## src/hw/rtl/sjafk_pkg.sv

```systemverilog
// ----------------------------------------------------------------------------
// sjafk_pkg: shared types and constants for the arm forward kinematics block.
// Holds the joint/pose beat structs, the Q.28 constants and the atan table.
// ----------------------------------------------------------------------------
package sjafk_pkg;

  localparam int FRAC = 28;
  localparam int NSTEP = 20;
  localparam int NJ = 7;
  localparam int XW = 32;

  localparam logic signed [XW-1:0] ONE = 32'sd268435456;
  localparam logic signed [XW-1:0] PI_Q = 32'sd843314857;
  localparam logic signed [XW-1:0] HPI_Q = 32'sd421657428;
  localparam logic signed [XW-1:0] GAIN_Q = 32'sd163008219;
  localparam logic signed [XW-1:0] DP1 = 32'sd38117835;
  localparam logic signed [XW-1:0] DP2 = 32'sd51271172;
  localparam logic signed [XW-1:0] DP3 = 32'sd52076478;
  localparam logic signed [XW-1:0] DP4 = 32'sd32749126;
  localparam logic signed [XW-1:0] AP4 = 32'sd22145925;
  localparam logic signed [XW-1:0] DP5 = 32'sd36507222;
  localparam logic signed [XW-1:0] DP6 = 32'sd66571993;
  localparam logic signed [XW-1:0] AP6 = 32'sd23622320;
  localparam logic signed [XW-1:0] DP7 = 32'sd28722594;
  localparam logic signed [XW-1:0] HS2 = 32'sd189812536;
  localparam logic signed [XW-1:0] FLIFT = 32'sd15676631;

  typedef struct packed {
    logic signed [15:0] joint_angle_1;
    logic signed [15:0] joint_angle_2;
    logic signed [15:0] joint_angle_3;
    logic signed [15:0] joint_angle_4;
    logic signed [15:0] joint_angle_5;
    logic signed [15:0] joint_angle_6;
    logic signed [15:0] joint_angle_7;
  } joints_t;

  typedef struct packed {
    logic signed [15:0] rot_xx;
    logic signed [15:0] rot_xy;
    logic signed [15:0] rot_xz;
    logic signed [15:0] rot_yx;
    logic signed [15:0] rot_yy;
    logic signed [15:0] rot_yz;
    logic signed [15:0] rot_zx;
    logic signed [15:0] rot_zy;
    logic signed [15:0] rot_zz;
    logic signed [15:0] pos_x;
    logic signed [15:0] pos_y;
    logic signed [15:0] pos_z;
  } pose_t;

  // one CORDIC lane in flight
  typedef struct packed {
    logic signed [XW-1:0] x;
    logic signed [XW-1:0] y;
    logic signed [XW-1:0] z;
    logic flip;
  } lane_t;

  typedef logic signed [XW-1:0] mat_t [3][4];

  function automatic logic signed [XW-1:0] atan_q(input int i);
    logic signed [XW-1:0] r;
    case (i)
      0: r = 32'sd210828714;
      1: r = 32'sd124459457;
      2: r = 32'sd65760959;
      3: r = 32'sd33381290;
      4: r = 32'sd16755422;
      5: r = 32'sd8385879;
      6: r = 32'sd4193963;
      7: r = 32'sd2097109;
      8: r = 32'sd1048571;
      9: r = 32'sd524287;
      10: r = 32'sd262144;
      11: r = 32'sd131072;
      12: r = 32'sd65536;
      13: r = 32'sd32768;
      14: r = 32'sd16384;
      15: r = 32'sd8192;
      16: r = 32'sd4096;
      17: r = 32'sd2048;
      18: r = 32'sd1024;
      default: r = 32'sd512;
    endcase
    return r;
  endfunction

endpackage

```

## src/hw/rtl/sjafk_cordic_cell.sv

```systemverilog
// ----------------------------------------------------------------------------
// sjafk_cordic_cell: one CORDIC micro-rotation for all seven joints.
// Registered; hands the lanes to the next cell every cycle.
// ----------------------------------------------------------------------------
module sjafk_cordic_cell #(
  parameter int STEP = 0
) (
  input  logic            clk,
  input  logic            rst,
  input  logic            vin,
  input  sjafk_pkg::lane_t lin [sjafk_pkg::NJ],
  output logic            vout,
  output sjafk_pkg::lane_t lout [sjafk_pkg::NJ]
);

  always_ff @(posedge clk) begin
    if (rst) begin
      vout <= 1'b0;
    end else begin
      vout <= vin;
    end
  end

  always_ff @(posedge clk) begin
    for (int j = 0; j < sjafk_pkg::NJ; j++) begin
      lout[j].flip <= lin[j].flip;
      if (!lin[j].z[sjafk_pkg::XW-1]) begin
        lout[j].x <= lin[j].x - (lin[j].y >>> STEP);
        lout[j].y <= lin[j].y + (lin[j].x >>> STEP);
        lout[j].z <= lin[j].z - sjafk_pkg::atan_q(STEP);
      end else begin
        lout[j].x <= lin[j].x + (lin[j].y >>> STEP);
        lout[j].y <= lin[j].y - (lin[j].x >>> STEP);
        lout[j].z <= lin[j].z + sjafk_pkg::atan_q(STEP);
      end
    end
  end

endmodule

```

## config.mk

```make
export PLATFORM = sky130hd
export DESIGN_NAME = sjafk_cordic_cell
export DESIGN_NICKNAME = d
export VERILOG_FILES = /design/src/hw/rtl/sjafk_pkg.sv /design/src/hw/rtl/sjafk_cordic_cell.sv
export SDC_FILE = /design/constraint.sdc
export NUM_CORES = 2
export LEC_CHECK = 0
export ABC_CLOCK_PERIOD_IN_PS = 4400
export BUFFER_PORTS_ARGS = -buffer_cell sky130_fd_sc_hd__buf_2
export CORE_AREA = 2 2 538 540
export CTS_BUF_LIST = sky130_fd_sc_hd__clkbuf_4
export CTS_CLUSTER_DIAMETER = 30
export DETAILED_ROUTE_END_ITERATION = 8
export DIE_AREA = 0 0 540 542
export PLACE_DENSITY = 0.47
export SETUP_SLACK_MARGIN = 0.2
export SKIP_CTS_REPAIR_TIMING = 1
export SYNTH_ARGS = -nofsm -noshare
export SYNTH_HDL_FRONTEND = slang
export SYNTH_SLANG_ARGS = --single-unit
```

## constraint.sdc

```tcl
create_clock -name clk -period 4.4 [get_ports clk]
set_input_delay 0.44 -clock clk [delete_from_list [all_inputs] [get_ports clk]]
set_output_delay 0.44 -clock clk [all_outputs]
set_load 0.005 [all_outputs]
```

==> flow_summary.json <==
{
  "status": "completed",
  "num_rows": 197,
  "worstPathArrival_ps": 5310,
  "ir_drop_mv": 0.220,
  "place_inst": 12500,
  "drt_iter0_drc": 4759,
  "cpMaxStageDelayCell": "dlygate4sd3_1",
  "cts_tree": "yes",
  "hold_class": "in -> reg",
  "slowest_delay_ps": 610,
  "setup_tns_ps": 0,
  "crit_family": "buffers and inverters",
  "seq_area_frac_synth_pct": 22.6,
  "clockBufferDepth": 4,
  "syn_area_per_cell_sq_um": 7.84,
  "synthFlopType": "dfxtp_1",
  "antenna_found_initial": 106,
  "syn-cell-area_sq_um": 59500,
  "period_share_pct": 96.6,
  "path_cells": "dlygate4sd3_1 -> buf_4 -> inv_2 -> buf_4 -> ha_1 -> a21oi_1 -> o21ai_0 -> a211oi_1 -> a21oi_1 -> a31oi_1 -> o211a_1 -> o21ai_0 -> o211ai_1 -> o21ai_0 -> dlygate4sd3_1 -> xor2_1 -> dlygate4sd3_1",
  "hold_violations": 0,
  "drv_slew": 0,
  "syn_nets": 9161,
  "nNetsFinal": 11900,
  "place_hpwl_mm": 238,
  "root_buffer": "clkbuf_4",
  "die_y_um": 542,
  "fmax_mhz": 235,
  "finalPower_mw": 28.0,
  "h-tree-depth": 5,
  "p_per_area_nw_per_um2": 320,
  "maxCapViolations": 0,
  "required_ps": 5460,
  "cts-buffers-inserted": 263,
  "vias": 67800,
  "grt_pass1_vias": 60100,
  "end_kind": "flop",
  "io-pin-count": 1362,
  "startpoint_type": "input port",
  "async_flop_share_pct": 0,
  "place.gp.congestion": 0.931,
  "synth_edf_count": 0,
  "min_period_ps": 4250,
  "viasPerCell": 4.70,
  "cp_max_fo": 16,
  "port_buffers": 1361,
  "crit_type": "in -> reg",
  "drt_first_pass_iters": 6,
  "die_area_sq_um": 293000,
  "instances_no_fill": 14400,
  "clkSlewWorstSetupHoldPaths_ps": 60,
  "cts_sinks": 673,
  "layout-drive-gt1-share_pct": 18.4,
  "grt_max_degree": 86,
  "dieWidth_um": 540,
  "finish.utilization_pct": 30.5,
  "overflow": 0,
  "postRouteAntennaNets": 0,
  "grt_pass1_wl_mm": 407,
  "synth-seq-cells": 673,
  "drc": 0,
  "max_slew_margin_pct": 27.4,
  "synthDistinctLibCells": 104,
  "wl_per_cell_um": 20.6,
  "syn_to_final_growth_pct": 47.1,
  "critPathBufInv": 6,
  "leakage_nw": 41.1,
  "rsz0062_at_grt": "false",
  "syn_inst": 7590,
  "worstMarginPinSlew_ps": 1060,
  "finalSetupViolations": 0,
  "core_area_sq_um": 287000,
  "grt_usage_pct": 18.4,
  "start_util_pct": 20.7,
  "wirelength_mm": 296,
  "yosysWarnings": 0
}
sequential cells by signal, indices dropped and copies added, names as in the netlist:
register,count
lout,672
vout,1
synthesized netlist by cell type, drive strengths merged (84+ instances only):
cell type | instances | area [sq um]
o21bai | 158 | 1190
mux2i | 89 | 891
clkbuf | 202 | 758
dfxtp | 673 | 13500
nand2 | 319 | 1200
a21oi | 884 | 4430
ha | 861 | 10800
nor2 | 622 | 2330
buf | 102 | 454
inv | 730 | 2740
a21o | 246 | 1850
nor2b | 89 | 557
o21a | 84 | 631
xor2 | 112 | 981
xnor2 | 494 | 4330
o21ai | 490 | 2450
nor3 | 146 | 741
a211oi | 88 | 666
nand3 | 108 | 541
nand2b | 98 | 613
cells in the final DEF, fill, tap and decap left out, types with 27 or more instances in the layout:
| cell type | n |
|---|---|
| a211oi_1 | 87 |
| buf_2 | 1355 |
| mux2i_1 | 89 |
| xor2_1 | 112 |
| nor4_1 | 37 |
| a31oi_1 | 81 |
| a21oi_1 | 882 |
| or3_1 | 53 |
| a221oi_1 | 30 |
| xnor2_1 | 494 |
| o31ai_1 | 67 |
| o21bai_1 | 158 |
| inv_1 | 706 |
| nor2b_1 | 89 |
| inv_2 | 27 |
| diode_2 | 67 |
| nor3_1 | 144 |
| nand4_1 | 59 |
| and3_1 | 55 |
| and2_1 | 37 |
| a21o_1 | 246 |
| clkinv_2 | 36 |
| clkbuf_4 | 338 |
| buf_4 | 103 |
| dfxtp_1 | 673 |
| dlygate4sd3_1 | 1348 |
| nand2b_1 | 98 |
| nand3_1 | 108 |
| o211ai_1 | 68 |
| o22ai_1 | 34 |
| a211o_1 | 35 |
| o21a_1 | 84 |
| nand2_1 | 319 |
| nor2_1 | 622 |
| fa_1 | 28 |
| ha_1 | 861 |
| o21ai_0 | 410 |
| o21ai_1 | 80 |
| clkinv_1 | 80 |
routing by layer:
layer,GRT usage (%),wire (um),part of all wire (%),vias to the layer above
met5,0,304,0.10,-
met4,8.72,14400,4.8,48
met3,5.49,23100,7.8,651
met2,30.6,138000,47,2643
met1,21.6,120000,41,31900
li1,-,-,-,32500
stage by stage:
stage	hold slack [ps]	setup WS, ps	cell area, sq um
after floorplan	468	356	59500
after global placement	543	264	70600
after detailed placement	544	336	70600
after CTS	-948	1610	73900
after global routing	-10.3	89.5	87500
final	90.2	148	87600
layout make-up:
class | instances | area [sq um]
clock buffer | 338 | 2540
timing repair buffer | 2807 | 21100
multi-input combinational | 5867 | 42000
tap | 3781 | 4730
sequential | 673 | 13500
fill | 31300 | 199000
antenna | 67 | 168
clock inverter | 126 | 753
inverter | 746 | 2800
cell families (layout without fill, tap and decap cells):
kind of cell,Yosys count,after routing,synth area share (%)
buffers and inverters,1050,4017,6.74
AOI/OAI and AO/OA,2548,2548,27.1
other,0,67,0
and+or+nand+nor,1734,1734,14.0
muxes,90,90,1.52
xor gates and xnor gates,606,606,8.92
DFF,673,673,22.6
adders and majority gates,889,889,19.0
final timing paths:
check         to  cells after the start     start  slack [ps]
min     lout[68]                      5   lin[35]          90
max    lout[128]                     17  lin[129]         150
power by group:
group | internal, mW | total (mW) | switching (mW)
sequential | 7.52 | 8.14 | 0.618
combinational | 5.53 | 12.2 | 6.65
clock | 3.99 | 7.68 | 3.69
Power figures use the tool's default switching activity.
